File: config.mk
export PLATFORM = sky130hd
export DESIGN_NAME = button_short_long_press_controller
export DESIGN_NICKNAME = d
export VERILOG_FILES = /design/src/rtl/bslp_pkg.sv /design/src/rtl/button_short_long_press_controller.sv
export SDC_FILE = /design/constraint.sdc
export NUM_CORES = 1
export LEC_CHECK = 0
export BUFFER_PORTS_ARGS = -buffer_cell sky130_fd_sc_hd__buf_2
export CAP_MARGIN = 20
export CORE_ASPECT_RATIO = 0.6
export CORE_MARGIN = 1.5
export CORE_UTILIZATION = 52
export CTS_CLUSTER_SIZE = 16
export DETAILED_ROUTE_END_ITERATION = 10
export GPL_TIMING_DRIVEN = 0
export PLACE_DENSITY = 0.74
export SETUP_SLACK_MARGIN = 0.3
export SLEW_MARGIN = 20
export SYNTH_ARGS = -nofsm -noshare
export SYNTH_HDL_FRONTEND = slang
export SYNTH_SLANG_ARGS = --single-unit
File: constraint.sdc
create_clock -name clk -period 6.2 [get_ports clk]
set_clock_uncertainty 0.15 [all_clocks]
set_input_delay 1.24 -clock clk [delete_from_list [all_inputs] [get_ports clk]]
set_output_delay 1.24 -clock clk [all_outputs]
set_load 0.05 [all_outputs]
File: src/rtl/bslp_pkg.sv
// ----------------------------------------------------------------------------
// bslp_pkg
// types, codes and reset values of the button press controller
// ----------------------------------------------------------------------------
package bslp_pkg;

  // configuration port
  localparam int CFG_IDX_W  = 2;
  localparam int CFG_DATA_W = 16;

  localparam logic [CFG_IDX_W-1:0] CFG_DEBOUNCE_TICKS   = 2'd0;
  localparam logic [CFG_IDX_W-1:0] CFG_LONG_PRESS_TICKS = 2'd1;
  localparam logic [CFG_IDX_W-1:0] CFG_MAX_TALK_GROUP   = 2'd2;

  localparam logic [7:0]  DEBOUNCE_TICKS_RST   = 8'd50;
  localparam logic [15:0] LONG_PRESS_TICKS_RST = 16'd1000;
  localparam logic [7:0]  MAX_TALK_GROUP_RST   = 8'd16;
  localparam logic [7:0]  TALK_GROUP_RST       = 8'd1;

  localparam int PRESS_TIMER_BITS_DEF = 16;
  localparam int SINCE_W              = 9;

  // mode codes
  localparam logic [1:0] MD_LOCAL  = 2'd0;
  localparam logic [1:0] MD_REMOTE = 2'd1;
  localparam logic [1:0] MD_AUTO   = 2'd2;

  // button event codes
  localparam logic [2:0] BEV_NONE      = 3'd0;
  localparam logic [2:0] BEV_TG_ADV    = 3'd1;
  localparam logic [2:0] BEV_TO_REMOTE = 3'd2;
  localparam logic [2:0] BEV_TO_AUTO   = 3'd3;
  localparam logic [2:0] BEV_TO_LOCAL  = 3'd4;

  // push-to-talk event codes
  localparam logic [1:0] PEV_NONE  = 2'd0;
  localparam logic [1:0] PEV_START = 2'd1;
  localparam logic [1:0] PEV_STOP  = 2'd2;

  typedef struct packed {
    logic func_button_level;
    logic ptt_button_level;
  } in_word_t;

  typedef struct packed {
    logic [2:0] button_event;
    logic [1:0] ptt_event;
    logic [7:0] talk_group_out;
    logic [1:0] mode_out;
    logic       transmitting_out;
    logic       ptt_led;
  } out_word_t;

endpackage

File: src/rtl/button_short_long_press_controller.sv
// ----------------------------------------------------------------------------
// button_short_long_press_controller
// debounced function button with short/long press detection and push-to-talk
// ----------------------------------------------------------------------------
// usage:
//   in channel  (in_valid/in_ready/in_data): one word per millisecond tick,
//     carrying the raw active-low function and push-to-talk levels
//   out channel (out_valid/out_ready/out_data): exactly one word per tick,
//     with button and push-to-talk event codes, talk group, mode, transmit
//     state and the push-to-talk led
//   cfg port (cfg_wr_en/cfg_index/cfg_data): debounce time, long press time
//     and highest talk group; write only while no tick is in flight
// latency: two cycles from input accept to output valid (input register,
//   then the single-pass update into the output register)
// throughput: one word per cycle; every update is a few increments and
//   compares on narrow counters, done in the cycle the word leaves the
//   input register
// reset (synchronous, rst_n low): both stages empty, timers cleared, levels
//   released, talk group 1, local mode, not transmitting, config at defaults
// stall: while out_ready is low a pending result holds; the input register
//   still takes one more word, after which in_ready drops until the output
//   slot frees
// ----------------------------------------------------------------------------
module button_short_long_press_controller #(
  parameter int PRESS_TIMER_BITS = bslp_pkg::PRESS_TIMER_BITS_DEF
) (
  input  logic                           clk,
  input  logic                           rst_n,
  // input channel
  input  logic                           in_valid,
  output logic                           in_ready,
  input  bslp_pkg::in_word_t             in_data,
  // result channel
  output logic                           out_valid,
  input  logic                           out_ready,
  output bslp_pkg::out_word_t            out_data,
  // configuration
  input  logic                           cfg_wr_en,
  input  logic [bslp_pkg::CFG_IDX_W-1:0] cfg_index,
  input  logic [bslp_pkg::CFG_DATA_W-1:0] cfg_data
);

  // compare width wide enough for both the press timer and the threshold
  localparam int CMP_W = (PRESS_TIMER_BITS > 16) ? PRESS_TIMER_BITS : 16;
  localparam logic [PRESS_TIMER_BITS-1:0] PRESS_MAX = '1;
  localparam logic [bslp_pkg::SINCE_W-1:0] SINCE_MAX = '1;

  // config registers
  logic [7:0]  debounce_ticks_r;
  logic [15:0] long_press_ticks_r;
  logic [7:0]  max_talk_group_r;

  // input stage
  logic               s1_valid_r;
  bslp_pkg::in_word_t s1_word_r;

  // output stage
  logic                out_valid_r;
  bslp_pkg::out_word_t out_word_r;
  bslp_pkg::out_word_t out_word_nxt;

  // tick state
  logic                          last_raw_r, last_raw_nxt;
  logic                          stable_r, stable_nxt;
  logic [bslp_pkg::SINCE_W-1:0]  since_r, since_nxt;
  logic [PRESS_TIMER_BITS-1:0]   press_r, press_nxt;
  logic                          long_fired_r, long_fired_nxt;
  logic [7:0]                    talk_group_r, talk_group_nxt;
  logic [1:0]                    mode_r, mode_nxt;
  logic                          tx_r, tx_nxt;

  // combinational helpers
  logic             advance;
  logic             raw;
  logic             ptt;
  logic             debounced;
  logic [8:0]       tg_plus;
  logic [CMP_W-1:0] press_inc_cmp;
  logic [CMP_W-1:0] press_nxt_cmp;
  logic [CMP_W-1:0] long_cmp;
  logic [2:0]       bev;
  logic [1:0]       pev;

  // output slot frees when empty or being taken this cycle
  assign advance   = !out_valid_r || out_ready;
  assign in_ready  = !s1_valid_r || advance;
  assign out_valid = out_valid_r;
  assign out_data  = out_word_r;

  assign raw = s1_word_r.func_button_level;
  assign ptt = !s1_word_r.ptt_button_level;

  always_comb begin
    last_raw_nxt   = raw;
    stable_nxt     = stable_r;
    long_fired_nxt = long_fired_r;
    talk_group_nxt = talk_group_r;
    mode_nxt       = mode_r;
    tx_nxt         = tx_r;
    bev            = bslp_pkg::BEV_NONE;
    pev            = bslp_pkg::PEV_NONE;

    // hold-time counter, saturating
    if (raw != last_raw_r) begin
      since_nxt = '0;
    end else if (since_r != SINCE_MAX) begin
      since_nxt = since_r + 1'b1;
    end else begin
      since_nxt = since_r;
    end

    // press timer, saturating
    if (press_r != PRESS_MAX) begin
      press_nxt = press_r + 1'b1;
    end else begin
      press_nxt = press_r;
    end

    debounced     = since_nxt > {1'b0, debounce_ticks_r};
    long_cmp      = CMP_W'(long_press_ticks_r);
    press_inc_cmp = CMP_W'(press_nxt);
    tg_plus       = {1'b0, talk_group_r} + 9'd1;

    if (debounced) begin
      if (raw != stable_r) begin
        stable_nxt = raw;
        if (!raw) begin
          // new press starts timing
          press_nxt      = '0;
          long_fired_nxt = 1'b0;
        end else if (!long_fired_r && (press_inc_cmp < long_cmp)) begin
          // short press released
          talk_group_nxt = (tg_plus > {1'b0, max_talk_group_r}) ?
                           bslp_pkg::TALK_GROUP_RST : tg_plus[7:0];
          bev            = bslp_pkg::BEV_TG_ADV;
        end
      end
    end

    press_nxt_cmp = CMP_W'(press_nxt);

    if (debounced && !stable_nxt && !long_fired_nxt && (press_nxt_cmp >= long_cmp)) begin
      // long press fires once per press
      long_fired_nxt = 1'b1;
      unique case (mode_r)
        bslp_pkg::MD_LOCAL: begin
          mode_nxt = bslp_pkg::MD_REMOTE;
          bev      = bslp_pkg::BEV_TO_REMOTE;
        end
        bslp_pkg::MD_REMOTE: begin
          mode_nxt = bslp_pkg::MD_AUTO;
          bev      = bslp_pkg::BEV_TO_AUTO;
        end
        default: begin
          // auto and the unused code both go back to local
          mode_nxt = bslp_pkg::MD_LOCAL;
          bev      = bslp_pkg::BEV_TO_LOCAL;
        end
      endcase
    end

    // push-to-talk runs after the button step, local mode only
    priority if (mode_nxt != bslp_pkg::MD_LOCAL) begin
      tx_nxt = 1'b0;
    end else if (ptt && !tx_r) begin
      tx_nxt = 1'b1;
      pev    = bslp_pkg::PEV_START;
    end else if (!ptt && tx_r) begin
      tx_nxt = 1'b0;
      pev    = bslp_pkg::PEV_STOP;
    end else begin
      tx_nxt = tx_r;
    end

    out_word_nxt.button_event     = bev;
    out_word_nxt.ptt_event        = pev;
    out_word_nxt.talk_group_out   = talk_group_nxt;
    out_word_nxt.mode_out         = mode_nxt;
    out_word_nxt.transmitting_out = tx_nxt;
    out_word_nxt.ptt_led          = ptt;
  end

  always_ff @(posedge clk) begin
    if (!rst_n) begin
      debounce_ticks_r   <= bslp_pkg::DEBOUNCE_TICKS_RST;
      long_press_ticks_r <= bslp_pkg::LONG_PRESS_TICKS_RST;
      max_talk_group_r   <= bslp_pkg::MAX_TALK_GROUP_RST;
      s1_valid_r         <= 1'b0;
      out_valid_r        <= 1'b0;
      last_raw_r         <= 1'b1;
      stable_r           <= 1'b1;
      since_r            <= '0;
      press_r            <= '0;
      long_fired_r       <= 1'b0;
      talk_group_r       <= bslp_pkg::TALK_GROUP_RST;
      mode_r             <= bslp_pkg::MD_LOCAL;
      tx_r               <= 1'b0;
    end else begin
      // config writes, out-of-range index ignored
      if (cfg_wr_en) begin
        unique case (cfg_index)
          bslp_pkg::CFG_DEBOUNCE_TICKS:   debounce_ticks_r   <= cfg_data[7:0];
          bslp_pkg::CFG_LONG_PRESS_TICKS: long_press_ticks_r <= cfg_data[15:0];
          bslp_pkg::CFG_MAX_TALK_GROUP:   max_talk_group_r   <= cfg_data[7:0];
          default: ;
        endcase
      end

      if (in_ready) begin
        s1_valid_r <= in_valid;
      end

      // single-pass update as the word moves into the output register
      if (s1_valid_r && advance) begin
        out_valid_r  <= 1'b1;
        last_raw_r   <= last_raw_nxt;
        stable_r     <= stable_nxt;
        since_r      <= since_nxt;
        press_r      <= press_nxt;
        long_fired_r <= long_fired_nxt;
        talk_group_r <= talk_group_nxt;
        mode_r       <= mode_nxt;
        tx_r         <= tx_nxt;
      end else if (out_ready) begin
        out_valid_r <= 1'b0;
      end
    end
  end

  // payload registers
  always_ff @(posedge clk) begin
    if (in_valid && in_ready) begin
      s1_word_r <= in_data;
    end
    if (s1_valid_r && advance) begin
      out_word_r <= out_word_nxt;
    end
  end

endmodule

==> results of run 1 <==
==> worst min-delay path: stages, from the launching register on <==
cell and delay (ps):
dfxtp_1 310, nand2_1 50, a21oi_1 50
==> repair_timing <==
| item | in CTS | in global routing |
|---|---|---|
| gates resized for setup | 2 | 5 |
| endpoints found under the setup margin | 7 | 11 |
| pin swaps | 1 | 4 |
| setup buffers | 1 | 3 |
==> path summary, 6_finish.rpt <==
kind	to	slack, ps
min	long_cmp[10]	310
min reg2reg	long_cmp[10]	310
max	out_data[13]	500
max reg2reg	out_data[13]	500
==> synth_stat cells, drive strengths merged (7+ instances only) <==
cell    instances
a211oi          7
a21oi          62
and2           15
and3           13
clkbuf         17
dfxtp          73
edfxtp         19
ha             50
inv            35
mux2i          16
nand2          89
nand3          24
nand4          18
nor2           49
nor3            9
o211ai         15
o21ai          16
xnor2          13
xor2           15
==> final cells by class <==
class                      count  area (sq um)  area share
multi-input combinational    475          3130       0.516
sequential                    92          2030       0.335
timing repair buffer          46           240      0.0396
clock buffer                  11           233      0.0384
tap                          135           169      0.0278
inverter                      36           135      0.0223
buffer                        23          97.6      0.0161
clock inverter                 5          28.8     0.00474
==> cells in the final DEF (no fill, tap or decap), types with 8 or more instances in the layout <==
| cell type | instances |
|---|---|
| nand2_1 | 89 |
| dfxtp_1 | 73 |
| a21oi_1 | 62 |
| ha_1 | 50 |
| nor2_1 | 48 |
| buf_2 | 43 |
| inv_1 | 34 |
| nand3_1 | 23 |
| edfxtp_1 | 19 |
| nand4_1 | 18 |
| clkbuf_1 | 17 |
| mux2i_1 | 15 |
| o21ai_0 | 15 |
| o211ai_1 | 15 |
| xor2_1 | 15 |
| and2_1 | 15 |
| and3_1 | 13 |
| xnor2_1 | 13 |
| clkbuf_16 | 9 |
| nor3_1 | 8 |
==> sequential cells by signal (all words and copies together) (netlist names) <==
register and cells:
talk_group_r 8, stable_r 1, out_data 17, long_cmp 16, last_raw_nxt 1, out_valid 1, press_r 16, since_r 9
max_talk_group_r 8, s1_word_r 1, mode_r 2, last_raw_r 1, tx_r 1, long_fired_r 1, debounce_ticks_r 8, s1_valid_r 1
==> power by group through the flow <==
stage          clock [mW]  sequential [mW]  combinational, mW
2_1_floorplan           0            0.665             0.0631
3_3_place_gp            0            0.648              0.117
3_5_place_dp            0            0.648              0.121
4_1_cts             0.508            0.635              0.122
5_1_grt             0.531            0.637              0.136
6_report            0.503            0.635              0.125
==> layer usage <==
| layer | share of wire | up-vias | wire, um | GRT usage |
|---|---|---|---|---|
| met5 | 0 | - | 0 | 0 |
| met4 | 0.012 | 0 | 179 | 0.0667 |
| met3 | 0.11 | 24 | 1570 | 0.0858 |
| met2 | 0.39 | 222 | 5640 | 0.394 |
| met1 | 0.49 | 2287 | 7220 | 0.396 |
| li1 | - | 2327 | - | - |
==> cell families after synthesis <==
kind of cell,synth area share
AOI/OAI and AO/OA,0.149
xor gates and xnor gates,0.0457
and+or+nand+nor,0.225
buffers and inverters,0.0425
adders and majority gates,0.117
DFF,0.379
muxes,0.0425
==> impl_metrics.csv, run 1 <==
group,metric,value,unit
placed_design,gp_congestion,0.953,
cts,clk_latency,340,ps
sta,drv_slew,0,
pwr,vdd_drop_max,0.131,mV
route,vias_per_cell,5.91,
finish,drive_above_1_share,0.125,
sta,finalCritPeriodShare,0.919,
cts,clockBufferDepth,2,
worst_setup_path,startpoint,"since_r[1]",
run,cap_viol_max_count,0,
min_path,hold_start,"long_cmp[10]",
yosys,synth_area_leaders,"dfxtp_1, ha_1, edfxtp_1",
pwr,p_int,932,uW
pwr,sequentialPowerShare,0.503,
worst_setup_path,required,6140,ps
min_path,whs_path_depth,2,
floorplanning,core,0.00995,sq mm
cts,cts_made_buffers,9,
pwr,switchingPower,331,uW
pwr,p_comb_frac,0.099,
finish,fin_util,0.610,
worst_setup_path,cpPeakStageDelay,460,ps
sta,finalSetupViolCount,0,
route,num_vias,4860,
worst_setup_path,worst_setup_path_end_kind,"flop",
pwr,power.clock.fraction,0.398,
yosys,yosysTopAreaCellShare,0.272,
worst_setup_path,worst-path-buf-inv,2,
pwr,power_leakage,2.54,nW
worst_setup_path,arrival,5640,ps
worst_setup_path,reg2reg_from,"since_r[1]",
yosys,yosysWarnings,0,
global_route,grt_pass1_wl,22.8,mm
pwr,switching_share,0.262,
sta,whs,307,ps
global_route,antenna_found_initial,0,
pwr,p_per_area,208,mW/mm^2
cts,cts_hold_buf,0,
worst_setup_path,crit_fanout,10,
cts,cts_root_buffer,"clkbuf_16",
yosys,synth_top_area_cell,"dfxtp_1",
global_route,grt_max_degree,27,
sta,max_freq,0.176,GHz
yosys,synthFlopType,"dfxtp_1",
cts,cts.htree.levels,3,
yosys,async_flop_share,0,
global_route,gr-usage-all-layers,0.274,
floorplanning,die_h,81.7,um
route,drcViolationCount,0,
worst_setup_path,r2r_cells,22,
sta,rsz0062_at_grt,"no",
worst_setup_path,setup.worst_path.start_class,"flop",
finish,antennaDiodeCount,0,
yosys,synth_seq_cells,92,
finish,area_growth_syn_to_layout,13.1,%
global_route,grt_pass1_vias,4480,
placed_design,pre_cts_ws,137,ps
sta,period_needed,5700,ps
worst_setup_path,cpLargestDelayFamily,"compound AO/OA/AOI/OAI gates",
route,antenna_left,0,
yosys,syn-cell-area,0.00536,sq mm
placed_design,dpl.hpwl,11.1,mm
route,drtIter0Drc,416,
placed_design,placed_cell_area,0.00574,sq mm
finish,final_cells,823,
min_path,worst_hold_path_type,"reg2reg",
placed_design,dp_cells,803,
yosys,synth_nets,701,
yosys,ys_seq_area_frac,0.379,
cts,tritoncts,"yes",
route,routed_wl,14.6,mm
global_route,grt-ovfl-total,0,
yosys,syn_area_per_cell,8.57,sq um
route,wl_per_cell,17.7,um
worst_setup_path,path_class,"reg2reg",
route,dr.pass1.iters,5,
cts,path_clk_slew,70,ps
worst_setup_path,cp_slowest_cell,"a211oi_4",
outcome,status,"finished, final reports clean",
yosys,ys_types,56,
finish,nets,758,
sta,setup_tns,0,ps
yosys,syn_inst,626,
sta,layout_setup_ws,504,ps
worst_setup_path,worst-path-stages,22,
floorplanning,fp.dieW,134,um
worst_setup_path,cp_cell_sequence,"ha_1 > and3_1 > nand3_2 > nand4_1 > xor2_1 > nor2_1 > ha_1 > o211ai_1 > a21oi_1 > o211ai_1 > buf_4 > a211oi_4 > nor2b_1 > ha_1 > a211oi_1 > o22ai_1 > nor3_1 > a211oi_1 > o211ai_1 > clkbuf_4 > mux2i_2 > nor2_1",
sta,max_slew_margin,0.466,
floorplanning,row_count,28,
yosys,synth-edff-count,19,
cts,cts.sinks,92,
floorplanning,start_util,0.539,
sta,hold_viol,0,
floorplanning,ioPinCount,44,
pwr,power,1.26,mW
floorplanning,dieArea,0.0110,sq mm
finish,stdcell_area,0.00607,sq mm
finish,fill_cells,876,
placed_design,io_buffers,42,
sta,tightestPinTransition,800,ps
Note: power is estimated with default switching activity, not from simulation.
==> run 2: changes to the inputs <==
--- a/config.mk
+++ b/config.mk
@@ -12,2 +12,3 @@
 export CORE_UTILIZATION = 52
+export CTS_BUF_LIST = sky130_fd_sc_hd__clkbuf_16
 export CTS_CLUSTER_SIZE = 16
@@ -15,3 +16,3 @@
 export GPL_TIMING_DRIVEN = 0
-export PLACE_DENSITY = 0.74
+export PLACE_DENSITY = 0.71
 export SETUP_SLACK_MARGIN = 0.3
==> constraint.sdc (replaced) <==
create_clock -name clk -period 6.2 [get_ports clk]
set_clock_uncertainty 0.15 [all_clocks]
set_input_delay 0.93 -clock clk [delete_from_list [all_inputs] [get_ports clk]]
set_output_delay 0.93 -clock clk [all_outputs]
set_load 0.05 [all_outputs]
==> run 2 against run 1 <==
  * Critical path depth is 1 higher
  * Global-route usage rose by 0.45 points
  * Non-clock buffer count shrank 2
  * Flip-flop and latch count did not move
  * Combinational power hardly changed
  * Register-to-register slack better by 40 ps
  * Via count down 0.16%
  * Sequential power is essentially flat
  * Worst hold slack lost 2.9 ps
  * Fmax grew 0.71%
  * Worst setup slack better by 40 ps
  * Power up 7.6%
  * Critical path type unchanged
==> impl_metrics.csv, run 2 (synthesis results as in run 1) <==
group,metric,value,unit
placed_design,io_buffers,42,
floorplanning,row_count,28,
global_route,gr-usage-all-layers,0.278,
pwr,power_leakage,2.55,nW
floorplanning,fp.dieW,134,um
cts,cts_root_buffer,"clkbuf_16",
floorplanning,die_h,81.7,um
sta,max_slew_margin,0.433,
sta,finalCritPeriodShare,0.912,
worst_setup_path,cp_cell_sequence,"ha_2 > and3_1 > nand3_2 > nand4_1 > xor2_1 > nor2_1 > ha_1 > a22oi_1 > nand2_1 > o211ai_1 > nand2_1 > nand3b_1 > clkbuf_2 > and2_1 > ha_1 > a211oi_1 > o22ai_1 > nor3_1 > a211oi_1 > o211ai_1 > buf_4 > mux2i_2 > nor2_1",
floorplanning,start_util,0.539,
sta,hold_viol,0,
finish,antennaDiodeCount,0,
route,num_vias,4852,
route,wl_per_cell,17.6,um
route,drtIter0Drc,348,
route,vias_per_cell,5.91,
run,cap_viol_max_count,0,
sta,drv_slew,0,
sta,finalSetupViolCount,0,
outcome,status,"finished, final reports clean",
placed_design,dp_cells,803,
sta,tightestPinTransition,848,ps
pwr,vdd_drop_max,0.133,mV
worst_setup_path,arrival,5610,ps
finish,area_growth_syn_to_layout,14.0,%
cts,path_clk_slew,70,ps
finish,nets,756,
cts,clockBufferDepth,2,
finish,drive_above_1_share,0.130,
placed_design,dpl.hpwl,11.1,mm
route,drcViolationCount,0,
cts,tritoncts,"yes",
route,routed_wl,14.5,mm
cts,cts_hold_buf,0,
floorplanning,dieArea,0.0110,sq mm
cts,cts_made_buffers,9,
global_route,grt-ovfl-total,0,
floorplanning,ioPinCount,44,
finish,fin_util,0.615,
cts,cts.sinks,92,
min_path,worst_hold_path_type,"reg2reg",
cts,cts.htree.levels,3,
global_route,grt_pass1_vias,4558,
worst_setup_path,required,6150,ps
worst_setup_path,cp_slowest_cell,"dfxtp_1",
sta,setup_tns,0,ps
finish,final_common_cell,"nand2_1",
finish,final_cell_mix,"nand2_1, dfxtp_1, a21oi_1, ha_1, nor2_1",
sta,max_freq,0.177,GHz
floorplanning,core,0.00995,sq mm
sta,rsz0062_at_grt,"no",
worst_setup_path,crit_fanout,10,
worst_setup_path,setup.worst_path.start_class,"flop",
worst_setup_path,path_class,"reg2reg",
finish,fill_cells,867,
global_route,antenna_found_initial,0,
cts,clk_latency,350,ps
finish,largest_register_ffs,17,
global_route,grt_pass1_wl,23.3,mm
global_route,grt_max_degree,27,
pwr,p_per_area,222,mW/mm^2
worst_setup_path,worst_setup_path_end_kind,"flop",
placed_design,gp_congestion,0.967,
finish,final_cells,821,
sta,period_needed,5660,ps
route,antenna_left,0,
worst_setup_path,cpPeakStageDelay,470,ps
route,dr.pass1.iters,5,
==> run 2: cell types whose count changed in the layout (fill, tap and decap cells not counted), sizes merged <==
cell	before	now
buf	51	50
bufinv	0	2
clkbuf	29	26
clkinv	4	2
inv	35	37
==> run 2: layout make-up <==
class	count	area (sq um)	area share
Timing Repair Buffer	44	225	0.0368
Tap cell	135	169	0.0276
Inverter	36	135	0.0221
Sequential cell	92	2030	0.332
Clock buffer	9	225	0.0368
Multi-Input combinational cell	475	3130	0.512
Clock inverter	7	97.6	0.0160
Buffer	23	97.6	0.0160
==> run 2: timing repair <==
item,CTS,global route
gates resized for setup,2,8
setup endpoints to repair,9,11
pin swaps,1,2
buffers inserted,1,1
==> run 2: layer usage <==
layer,GRT usage,part of all wire,vias up,routed length [um]
li1,-,-,2333,-
met1,0.393,0.50,2325,7260
met2,0.413,0.40,177,5740
met3,0.0907,0.089,17,1290
met4,0.0645,0.012,0,167
met5,0,0,-,0
==> run 2: where the power goes <==
group | total (mW) | internal [mW] | switching (mW)
combinational | 0.125 | 0.0362 | 0.0883
sequential | 0.635 | 0.626 | 0.00849
clock | 0.600 | 0.355 | 0.245
total | 1.36 | 1.02 | 0.341
==> run 2: worst paths after layout <==
check | start | slack, ps | cells past startpoint | end
max | since_r[0] | 540 | 23 | out_data[1]
min | long_cmp[13] | 300 | 2 | long_cmp[13]
max reg2reg | since_r[0] | 540 | 23 | out_data[1]
min reg2reg | long_cmp[13] | 300 | 2 | long_cmp[13]
==> run 2: through the flow <==
step / cell area [sq um] / hold slack (ps) / power [mW] / worst slack, ps
after global placement: 5740 / 295 / 0.765 / 88.4
final: 6120 / 304 / 1.36 / 544
after floorplan: 5360 / 286 / 0.728 / 1330
after global routing: 6120 / 327 / 1.40 / 316
after CTS: 6080 / 307 / 1.36 / 306
after detailed placement: 5740 / 298 / 0.769 / 42.5
==> run 2: worst max-delay path: cells and delay by family, from the launching register on <==
family	cells	cell delay, ps
muxes	1	270
buffers and inverters	2	480
DFF	1	470
and+or+nand+nor	10	1560
AOI/OAI and AO/OA	6	1420
xor gates and xnor gates	1	200
adders and majority gates	3	860
